`src/rtl/tlpm_pkg.sv`:
```
// shared types and constants of the two-level page map engine
// used by tlpm_ctrl, tlpm_dpath and the top level; no dependencies
package tlpm_pkg;

   localparam int PAGE_SHIFT = 12;
   localparam int PAGE_BITS  = 20;
   localparam int SLOT_BITS  = 10;
   localparam int TBL_BITS   = 10;
   localparam int DIR_ENTRIES   = 1 << TBL_BITS;
   localparam int TABLE_ENTRIES = 1 << SLOT_BITS;
   localparam int TOTAL_ENTRIES = 1 << PAGE_BITS;
   localparam int COUNT_BITS = 21;
   localparam int FOUND_BITS = 22;
   localparam int FLAG_BITS  = 12;

   localparam logic [31:0] MIN_ADDR_RESET = 32'h0000_1000;
   localparam logic [31:0] MAX_ADDR_RESET = 32'hFFFF_F000;
   localparam logic [11:0] MAX_FLAGS_RESET = 12'hFFF;

   typedef enum logic [1:0] {
      REG_MIN_ADDR  = 2'd0,
      REG_MAX_ADDR  = 2'd1,
      REG_MAX_FLAGS = 2'd2
   } reg_index_type;

   typedef enum logic [1:0] {
      ACT_MAP     = 2'd0,
      ACT_ALLOC   = 2'd1,
      ACT_RESOLVE = 2'd2
   } action_type;

   typedef enum logic [1:0] {
      ST_OK       = 2'd0,
      ST_BAD_ADDR = 2'd1,
      ST_BAD_ARG  = 2'd2,
      ST_NO_MEM   = 2'd3
   } status_type;

   typedef enum logic [4:0] {
      S_RST_CLR, S_IDLE, S_DECODE,
      S_MAP_RDP, S_MAP_CHK, S_MAP_CLR, S_MAP_SETP,
      S_FR_TOP, S_FR_P, S_FR_E, S_FR_ED, S_FR_END,
      S_RS_RDP, S_RS_P, S_RS_E,
      S_RESULT
   } state_type;

   typedef enum logic [3:0] {
      DP_NOP, DP_LOAD, DP_RD_PRES, DP_RD_ENT, DP_CLR_ENT, DP_SET_PRES,
      DP_WR_ENT, DP_SCAN_FREE, DP_SCAN_USED, DP_SCAN_ABSENT, DP_START_MAP,
      DP_RESULT, DP_PRES_CLR
   } dp_op_type;

   typedef enum logic [1:0] {
      RK_ZERO, RK_REGION, RK_RESOLVE
   } res_kind_type;

   typedef struct packed {
      dp_op_type    op;
      status_type   res_status;
      res_kind_type res_kind;
   } dp_cmd_type;

   typedef struct packed {
      logic [1:0] act;
      status_type map_chk;
      status_type find_chk;
      logic       pres_bit;
      logic       ent_present;
      logic       clr_last;
      logic       rem_last;
      logic       s_last;
      logic       found_ge;
      logic       past_upper;
      logic       free_done;
      logic       fit_ok;
      logic       out_free;
   } dp_stat_type;

endpackage

```
`src/rtl/tlpm_ctrl.sv`:
```
// sequencer of the page map engine: decodes a request and steps the datapath
// depends on tlpm_pkg
module tlpm_ctrl (
   input  logic                 clock,
   input  logic                 reset,
   input  logic                 req_accept,
   input  tlpm_pkg::dp_stat_type stat,
   output tlpm_pkg::dp_cmd_type  cmd,
   output logic                 idle
);
   import tlpm_pkg::*;

   state_type    state_ff, state_in;
   status_type   st_ff, st_in;
   res_kind_type kind_ff, kind_in;

   always_ff @(posedge clock) begin
      if (reset) begin
         state_ff <= S_RST_CLR;
         st_ff    <= ST_OK;
         kind_ff  <= RK_ZERO;
      end else begin
         state_ff <= state_in;
         st_ff    <= st_in;
         kind_ff  <= kind_in;
      end
   end

   // next state
   always_comb begin
      state_in = state_ff;
      st_in    = st_ff;
      kind_in  = kind_ff;
      case (state_ff)
         S_RST_CLR: begin
            if (stat.clr_last) state_in = S_IDLE;
         end
         S_IDLE: begin
            if (req_accept) state_in = S_DECODE;
         end
         S_DECODE: begin
            kind_in = RK_ZERO;
            case (stat.act)
               ACT_MAP: begin
                  if (stat.map_chk != ST_OK) begin
                     st_in    = stat.map_chk;
                     state_in = S_RESULT;
                  end else begin
                     state_in = S_MAP_RDP;
                  end
               end
               ACT_ALLOC: begin
                  if (stat.find_chk != ST_OK) begin
                     st_in    = stat.find_chk;
                     state_in = S_RESULT;
                  end else begin
                     state_in = S_FR_TOP;
                  end
               end
               ACT_RESOLVE: state_in = S_RS_RDP;
               default: begin
                  st_in    = ST_BAD_ARG;
                  state_in = S_RESULT;
               end
            endcase
         end
         S_MAP_RDP: state_in = S_MAP_CHK;
         S_MAP_CHK: begin
            if (!stat.pres_bit) begin
               state_in = S_MAP_CLR;
            end else if (stat.rem_last) begin
               st_in    = ST_OK;
               state_in = S_RESULT;
            end else begin
               state_in = S_MAP_RDP;
            end
         end
         S_MAP_CLR: begin
            if (stat.clr_last) state_in = S_MAP_SETP;
         end
         S_MAP_SETP: state_in = S_MAP_RDP;
         S_FR_TOP: begin
            if (stat.found_ge || stat.past_upper) state_in = S_FR_END;
            else state_in = S_FR_P;
         end
         S_FR_P: begin
            if (stat.pres_bit) state_in = S_FR_E;
            else state_in = S_FR_TOP;
         end
         S_FR_E: state_in = S_FR_ED;
         S_FR_ED: begin
            if (!stat.ent_present && stat.free_done) state_in = S_FR_TOP;
            else if (stat.s_last) state_in = S_FR_TOP;
            else state_in = S_FR_E;
         end
         S_FR_END: begin
            if (!stat.fit_ok) begin
               st_in    = ST_NO_MEM;
               state_in = S_RESULT;
            end else if (stat.map_chk != ST_OK) begin
               st_in    = stat.map_chk;
               state_in = S_RESULT;
            end else begin
               kind_in  = RK_REGION;
               state_in = S_MAP_RDP;
            end
         end
         S_RS_RDP: state_in = S_RS_P;
         S_RS_P: begin
            if (stat.pres_bit) begin
               state_in = S_RS_E;
            end else begin
               st_in    = ST_BAD_ADDR;
               state_in = S_RESULT;
            end
         end
         S_RS_E: begin
            state_in = S_RESULT;
            if (stat.ent_present) begin
               st_in   = ST_OK;
               kind_in = RK_RESOLVE;
            end else begin
               st_in   = ST_BAD_ADDR;
            end
         end
         S_RESULT: begin
            if (stat.out_free) state_in = S_IDLE;
         end
         default: state_in = S_IDLE;
      endcase
   end

   // outputs
   always_comb begin
      cmd.op         = DP_NOP;
      cmd.res_status = st_ff;
      cmd.res_kind   = kind_ff;
      idle           = 1'b0;
      case (state_ff)
         S_RST_CLR: cmd.op = DP_PRES_CLR;
         S_IDLE: begin
            idle = 1'b1;
            if (req_accept) cmd.op = DP_LOAD;
         end
         S_MAP_RDP:  cmd.op = DP_RD_PRES;
         S_MAP_CHK: begin
            if (stat.pres_bit) cmd.op = DP_WR_ENT;
         end
         S_MAP_CLR:  cmd.op = DP_CLR_ENT;
         S_MAP_SETP: cmd.op = DP_SET_PRES;
         S_FR_TOP: begin
            if (!(stat.found_ge || stat.past_upper)) cmd.op = DP_RD_PRES;
         end
         S_FR_P: begin
            if (!stat.pres_bit) cmd.op = DP_SCAN_ABSENT;
         end
         S_FR_E:  cmd.op = DP_RD_ENT;
         S_FR_ED: cmd.op = stat.ent_present ? DP_SCAN_USED : DP_SCAN_FREE;
         S_FR_END: begin
            if (stat.fit_ok && stat.map_chk == ST_OK) cmd.op = DP_START_MAP;
         end
         S_RS_RDP: cmd.op = DP_RD_PRES;
         S_RS_P: begin
            if (stat.pres_bit) cmd.op = DP_RD_ENT;
         end
         S_RESULT: begin
            if (stat.out_free) cmd.op = DP_RESULT;
         end
         default: cmd.op = DP_NOP;
      endcase
   end

endmodule

```
`config.mk`:
```
export PLATFORM = sky130hd
export DESIGN_NAME = tlpm_ctrl
export DESIGN_NICKNAME = d
export VERILOG_FILES = /design/src/rtl/tlpm_pkg.sv /design/src/rtl/tlpm_ctrl.sv
export SDC_FILE = /design/constraint.sdc
export NUM_CORES = 1
export LEC_CHECK = 0
export ABC_AREA = 1
export BUFFER_PORTS_ARGS = -buffer_cell sky130_fd_sc_hd__buf_2
export CAP_MARGIN = 20
export CELL_PAD_IN_SITES_DETAIL_PLACEMENT = 1
export CELL_PAD_IN_SITES_GLOBAL_PLACEMENT = 2
export CORE_MARGIN = 3
export CORE_UTILIZATION = 26
export DETAILED_ROUTE_END_ITERATION = 10
export GPL_ROUTABILITY_DRIVEN = 0
export PLACE_DENSITY_LB_ADDON = 0.1
export SLEW_MARGIN = 25
export SYNTH_ARGS = -nofsm -noshare
export SYNTH_HDL_FRONTEND = slang
export SYNTH_SLANG_ARGS = --single-unit
```
`constraint.sdc`:
```
create_clock -name clock -period 2.3 [get_ports clock]
set_input_delay 0 -clock clock [delete_from_list [all_inputs] [get_ports clock]]
set_output_delay 0 -clock clock [all_outputs]
set_load 0.03 [all_outputs]
```
# Yosys cells after proc, flatten, opt, wreduce, memory -nomap -nowiden
# Index checks and enable logic that the tools add are counted.
[classes] n_eq_ne=29 mux=39 n_reduce_logical=15
[op_table] cell="case mux 5 bit (16 select lines)" count=1
[op_table] cell="case mux 4 bit (13 select lines)" count=1
[op_table] cell="2-to-1 mux 4 bit" count=12
[op_table] cell="== test 5 x 4 -> 1 bit (second input constant)" count=8
[op_table] cell="2-to-1 mux 2 bit" count=12
[op_table] cell="inequality test 2 bit (second input constant)" count=11
[op_table] cell="== test 5 x 3 -> 1 bit (second input constant)" count=4
[op_table] cell="2-to-1 mux 5 bit" count=4
[op_table] cell="case mux 2 bit (3 select lines)" count=2
[op_table] cell="case mux 4 bit (3 select lines)" count=1
[op_table] cell="== test 5 x 2 -> 1 bit (second input constant)" count=2
[op_table] cell="case mux 2 bit (5 select lines)" count=1
[op_table] cell="AND reduction 4 bit" count=2
[op_table] cell="AND reduction 6 bit" count=1
[op_table] cell="== test 5 x 1 -> 1 bit (second input constant)" count=1
[op_table] cell="logical NOT 5 bit" count=1
[op_table] cell="nonzero test 5 bit" count=1
[op_table] cell="logical NOT 2 bit" count=2
[op_table] cell="2-to-1 mux 1 bit" count=4
[op_table] cell="nonzero test 2 bit" count=2
[op_table] cell="2-to-1 mux 3 bit" count=1
[op_table] cell="inequality test 3 bit (second input constant)" count=1
[op_table] cell="nonzero test 3 bit" count=1
[op_table] cell="== test 2 x 1 -> 1 bit (second input constant)" count=1
[op_table] cell="other kinds (5)" count=6
[word_totals] regBits=9 output_inout_bits=9

# Longest topological paths before layout
# Gate-level depths: netlist of run 1.
[depth] ltp_word=4 ltp_mapped=11 depth_no_buf=11

# Worst setup path before layout of run 1
# OpenSTA, ideal clock, no wires.
[synth_timing] path_type="register to register" start="reg state_ff[3]" end="reg state_ff[2]" setup_ns=0.066 arrival_time_ns=1.380 t_required_ns=2.234 setup_slack_ns=0.854 stages_incl_launch_ff=10 synth_period_minus_slack_ns=1.446 path_cell_list="dfxtp_1 -> nor2_1 -> inv_1 -> nor2_2 -> nand2_1 -> nand2_1 -> nor2_1 -> inv_1 -> nand2_1 -> a21oi_2"
[synth_via] elab_chain_cells=3
[synth_rtl] element="start: declaration" line="tlpm_ctrl.sv:13" text="state_type state_ff, state_in;"
[synth_rtl] element="start signal: assignment" line="tlpm_ctrl.sv:23" text="state_ff <= state_in;"
[synth_rtl] element="== test 5 x 3 -> 1 bit, or another cell as far along" line="tlpm_ctrl.sv:34" text="case (state_ff)"
[synth_rtl] element="inequality test 2 bit (no line)"
[synth_rtl] element="AND reduction 4 bit (no line)"
# Several ways; a longest one is shown, not always the timed one.
# A chain may end at the register's enable or synchronous reset.

==> results.toml, run 1 <==
[run_status]
status = "complete, no violations"

[layout]
final_common_cell = "nand2_1"
final_util_pct = 35.0
area_delta_synth_final_pct = 25.2
layout-drive-gt1-share_pct = 18.8
finalNonFillerCells = 264
nets = 244
n_antenna_cell = 0
final_cell_mix = "nand2_1, nor2_1, buf_2, inv_1, nand3_1"

[floorplanning]
fp-row-count = 21
io_pins = 28
core_sq_um = 3470
die_y_um = 67.1
dieArea_sq_um = 4500
die_x_um = 67.1
start_util_pct = 28.0

[global_routing]
grt_max_degree = 8
overflow = 0
grt_pass1_vias = 1317
antenna_found_initial = 0
grtUsageTotal_pct = 17.0
grt_first_pass_wirelength_um = 5930

[logic_synthesis]
syn_nets = 211
synth-seq-area-share_pct = 16.5
synth_cell_types = 19
syn_avg_cell_area_sq_um = 5.19
ys_warn_count = 0
netlist_instances = 187
syn_area_sq_um = 970
ys_ff_latch = 8

[cts]
cts_tree = "built"
clk_pin_slew_ns = 0.04
cts_buffers = 3
cts_resized = 0
clk-insertion-delay-late_ns = 0.23
cts.path.max_buffers = 2
cts.sinks = 8
root_buffer = "clkbuf_8"
postCtsSetupBuffers = 0
htreeDepth = 1
postCtsHoldBufs = 1

[run]
drv_cap = 0

[detailed_routing]
finalWirelength_um = 3390
drc = 0
via_count = 1281
drt_iter0_markers = 69
via_per_inst = 4.85
ant_nets = 0
drt-wirelength-per-cell_um = 12.9
firstDrtPassIters = 4

[min_path]
min-delay-path-class = "in2reg"
holdPathStages = 3

[critical_path]
worstSetupPathType = "reg2out"
crit_required_ns = 2.30
crit_buf_inv = 3
crit_path_start_kind = "register"
r2r-start = "state_ff[2]$_SDFFE_PP0P_"
crit_chain = "nand2_1 > inv_1 > nand2_1 > nor2_1 > inv_1 > nand2_1 > nor2_1 > nand4_1 > buf_2"
critPathTopFamily = "simple AND/OR/NAND/NOR gates"
r2r-end = "st_ff[0]$_SDFFE_PP0P_"
arrival_ns = 1.66
crit_top_cell = "nand2_1"
worstPathMaxFanout = 6
crit_start = "state_ff[2]$_SDFFE_PP0P_"
critPathCapture = "cmd[5]"
cp-end-kind = "primary output"
critPathSlowestCell = "dfxtp_1"
ff2ff_path_depth = 9
cpPeakStageDelay_ns = 0.40
worstSetupPathDepth = 9
reg2reg_setup_slack_ns = 0.76

[power_and_ir_drop]
power.leakage_nw = 0.706
power_w = 0.00129
p_per_area_nw_per_um2 = 1060
peakVddDrop_mv = 0.276

[timing]
hold_violations = 0
post-route-period-util_pct = 72.1
final.setup.tns_ns = 0
maxSlewViolCount = 0
min_period_ns = 1.66
grt_setup_unrepaired = "false"
fin_ws_ns = 0.643
setup_viol_count_final = 0
skew_ns = 0.00231
clock.fmax_mhz = 603
tightest_slew_ns = 0.368
maxSlewHeadroom_pct = 75.4

[placed_design]
dp.final_hpwl_um = 3000
dpl_worst_slack_ns = 0.785
dp_cells = 260
port_buffers = 27
-- cell type report --
class / count / area (sq um)
clock buffer: 3 / 41.3
fill: 502 / 2250
inverter: 28 / 105
sequential: 8 / 160
multi-input combinational: 151 / 704
timing repair buffer: 28 / 145
tap: 46 / 57.6
-- registers in the layout, summed over array words and instances (netlist names) --
register	cells
state_ff	4
kind_ff	2
st_ff	2
-- synthesized netlist by cell type --
master | count | share of area [%]
o21ai_0 | 12 | 6.2
nand3b_1 | 1 | 0.77
o211ai_1 | 1 | 0.77
a21oi_1 | 7 | 3.6
a31oi_1 | 1 | 0.65
a21o_1 | 1 | 0.77
dfxtp_1 | 8 | 17
nand3_1 | 13 | 6.7
ha_1 | 5 | 6.5
nor2_2 | 3 | 1.9
inv_1 | 24 | 9.3
nand3_2 | 1 | 1.0
nor2_1 | 35 | 14
nand2_2 | 1 | 0.65
inv_2 | 4 | 1.5
a21oi_2 | 2 | 1.8
nand2_1 | 63 | 24
a21boi_0 | 1 | 0.77
nand4_1 | 4 | 2.6
-- worst register-to-register path, stage by stage (launching register included) --
cell	delay, ns
dfxtp_1	0.40
nand2_1	0.18
inv_1	0.20
nand2_2	0.11
nand3_2	0.11
nor2_2	0.05
nand2_1	0.07
nand2_1	0.10
nor2_1	0.14
nor2_1	0.06
-- power by group --
group	leakage (nW)	total, W	internal, W	switching [W]
Clock	0.0216	0.000166	0.000113	0.0000532
Combinational	0.619	0.000893	0.000257	0.000635
Sequential	0.0652	0.000233	0.000188	0.0000452
-- cells by family (layout without fill, tap and decap cells) --
logic type               count (synthesis)  count (layout)  synth area share [%]
buffers and inverters                   28              59                  10.8
adder cells (fa/ha/maj)                  5               5                  6.45
flip-flops                               8               8                  16.5
AO/OA/AOI/OAI                           25              25                  14.6
AND/OR/NAND/NOR                        121             121                  51.6
-- per-stage QoR --
| step | hold slack [ns] | instance area (sq um) |
|---|---|---|
| floorplan | 0.0624 | 970 |
| global placement | 0.217 | 1160 |
| detailed placement | 0.215 | 1160 |
| CTS | 0.0907 | 1210 |
| global route | 0.112 | 1210 |
| finish | 0.0939 | 1210 |
-- per-layer routing --
| layer | wire (um) | vias to the layer above | global-route usage, % |
|---|---|---|---|
| met5 | 0 | - | 0 |
| met4 | 67 | 0 | 5.57 |
| met3 | 155 | 8 | 1.85 |
| met2 | 1540 | 34 | 27.9 |
| met1 | 1630 | 590 | 22.8 |
| li1 | - | 649 | - |
-- how the worst min path moves through the flow --
stage,slack (ns),startpoint,end
2_1_floorplan,0.06,reset,state_ff[2]$_SDFFE_PP0P_
3_3_place_gp,0.22,reset,state_ff[2]$_SDFFE_PP0P_
3_5_place_dp,0.22,reset,state_ff[2]$_SDFFE_PP0P_
4_1_cts,0.09,stat[7],state_ff[0]$_SDFFE_PP0P_
5_1_grt,0.11,stat[7],state_ff[0]$_SDFFE_PP0P_
6_report,0.09,stat[7],state_ff[0]$_SDFFE_PP0P_
Note: power is estimated with default switching activity, not from simulation.
==> run 2: changes to the inputs <==
Settings changed: ABC_AREA 1 to 0.
Clock period 2.3 ns to 1.4 ns, I/O delays scaled along.
==> run 2 against run 1 <==
The flow now finishes with violations (setup timing); routed wire length rose by 79%; synthesized area rose by 22%; setup slack got worse by 0.94 ns; critical endpoint is now cmd[4].
==> results.toml, run 2 <==
[layout]
final_cell_mix = "buf_4, buf_2, buf_6, nor2_1, nand2_1"
n_antenna_cell = 0
seqCellArea_sq_um = 173
final_common_cell = "buf_4"
top_register = "state_ff"
n_fill_cell = 497
top_regs = "state_ff: 4 flops, kind_ff: 2 flops, st_ff: 2 flops"
multiInputGateArea_sq_um = 1170
largest_reg_flops = 4
nets = 274
final_util_pct = 52.6
layout-drive-gt1-share_pct = 60.5
area_delta_synth_final_pct = 85.9

[critical_path]
critPathTopFamily = "simple AND/OR/NAND/NOR gates"
cpPeakStageDelay_ns = 0.38
crit_chain = "buf_8 > or2_4 > or3_1 > a31oi_2 > buf_6"
crit_required_ns = 1.40
crit_buf_inv = 2
arrival_ns = 1.69
worstSetupPathType = "reg2out"
cp-end-kind = "primary output"
worstPathMaxFanout = 11
crit_path_start_kind = "register"
critPathSlowestCell = "dfxtp_4"

[logic_synthesis]
ys_warn_count = 0
synth_cell_types = 53
synthMuxAreaShare_pct = 0
synthFlopType = "dfxtp_1"
synth_top_family_by_area = "compound AO/OA/AOI/OAI gates"
ys_ff_latch = 8
async_flop_share_pct = 0
synthTopCellsByArea = "dfxtp_1, nor2_1, ha_1"
syn_area_sq_um = 1180
synthTopCellsByCount = "nor2_1, nand2_1, a21oi_1, o21ai_0"
synth_most_common_cell = "nor2_1"
synth_edf_count = 0
synth_area_leader_cell = "dfxtp_1"
synth-simple-area-share_pct = 32.0
synth_xor_area_share_pct = 0.742
yosys.area.top_type_share_pct = 13.6
syn_avg_cell_area_sq_um = 7.07
netlist_instances = 167
synth_adder_area_share_pct = 5.30
synth-seq-area-share_pct = 13.6
synth-compound-area-share_pct = 38.9
syn_nets = 191

[cts]
cts_buffers = 3
postCtsHoldBufs = 0
root_buffer = "clkbuf_8"
htreeDepth = 1
clk-insertion-delay-late_ns = 0.23
cts_tree = "built"
cts.sinks = 8
cts.path.max_buffers = 2
clk_pin_slew_ns = 0.05

[floorplanning]
start_util_pct = 28.3
dieArea_sq_um = 5380
core_sq_um = 4170
die_x_um = 73.4
io_pins = 28
die_y_um = 73.4
fp-row-count = 23

[global_routing]
use_met2_pct = 42.0
antenna_found_initial = 0
grtUsageTotal_pct = 22.6
grt_max_degree = 13
overflow = 0
grt_pass1_vias = 1804
grt_first_pass_wirelength_um = 9360
grt_use_met1_pct = 25.1
use_met3_pct = 4.10
grt-busiest-layer = "met2"

[detailed_routing]
drt-wirelength-per-cell_um = 20.3
via_per_inst = 5.77
firstDrtPassIters = 4
drt_iter0_markers = 114
drc = 0
finalWirelength_um = 6060
via_count = 1720
ant_nets = 0

[timing]
maxSlewViolCount = 0
post-route-period-util_pct = 121
skew_ns = 0.0114
maxSlewHeadroom_pct = 74.0
min_period_ns = 1.69
grt_setup_unrepaired = "true"
hold_violations = 0
tightest_slew_ns = 0.389
setup_viol_count_final = 12
clock.fmax_mhz = 590
fin_ws_ns = -0.295

[placed_design]
dp.final_hpwl_um = 4030
port_buffers = 27
dpl_worst_slack_ns = -0.290

[min_path]
min-delay-path-class = "in2reg"

[run_status]
violations = "setup timing"
status = "finished, violations left"

[power_and_ir_drop]
peakVddDrop_mv = 0.328
power_w = 0.00107
p_per_area_nw_per_um2 = 487
power.leakage_nw = 0.925

[run]
drv_cap = 0
## run 2: cell types whose count changed in the layout (fill, tap and decap cells not counted), moves of 5 or more
cell | before | now
inv_1 | 24 | 4
nor2_1 | 35 | 15
o21ai_0 | 12 | 7
nor2b_1 | 0 | 5
nand2_1 | 63 | 10
nand3_1 | 13 | 3
buf_2 | 27 | 22
buf_4 | 0 | 48
buf_6 | 0 | 18
## run 2: layer usage
layer / vias up / share of wire (%) / routed length [um]
met4: 0 / 2.4 / 145
met3: 18 / 4.1 / 246
li1: 798 / - / -
met2: 68 / 52 / 3160
met1: 836 / 41 / 2500
met5: - / 0 / 0
## run 2: report_power, final
group          switching, W  internal, W
sequential       0.00000948     0.000232
combinational      0.000294     0.000247
clock             0.0000976     0.000187
total              0.000402     0.000666
## run 2: cell families (layout without fill, tap and decap cells)
family          after synthesis  in the layout
flops                         8              8
fa+ha+maj                     5              5
buf+inv                      19            100
xor+xnor                      1              1
compound gates               63             63
simple gates                 71             71
## run 2: final timing paths
path,from,end,slack [ns],cells past startpoint
setup / recovery,state_ff[1]$_SDFFE_PP0P_,cmd[4],-0.29,5
hold / removal,reset,kind_ff[1]$_SDFFE_PP0P_,0.09,2
setup reg to reg,state_ff[2]$_SDFFE_PP0P_,st_ff[1]$_SDFFE_PP0P_,-0.19,6
hold reg to reg,kind_ff[0]$_SDFFE_PP0P_,kind_ff[0]$_SDFFE_PP0P_,0.46,2
## run 2: layout make-up
class                   instances  share of cell area [%]
well taps                      50                    2.85
clock buffers                   3                    1.88
flip-flops and latches          8                    7.87
multi-input cells             140                    53.6
inverters                       6                    1.08
repair buffers                 91                    32.7
## run 2: per-stage QoR
step           cells  hold WS [ns]  area [sq um]  TNS (ns)
2_1_floorplan    167         0.181          1220   -0.0396
3_3_place_gp     280         0.301          1690     -1.54
3_5_place_dp     280         0.313          1690     -2.21
4_1_cts          294        0.0811          2090     -1.76
5_1_grt          298         0.118          2190     -2.54
6_report         298        0.0900          2190     -1.93
## run 2: timing repair
item,4_1_cts,5_1_grt
setup buffers,12,5
endpoints found under the setup margin,13,12
resized for setup,70,16
pin swaps,24,12
cloned,0,0
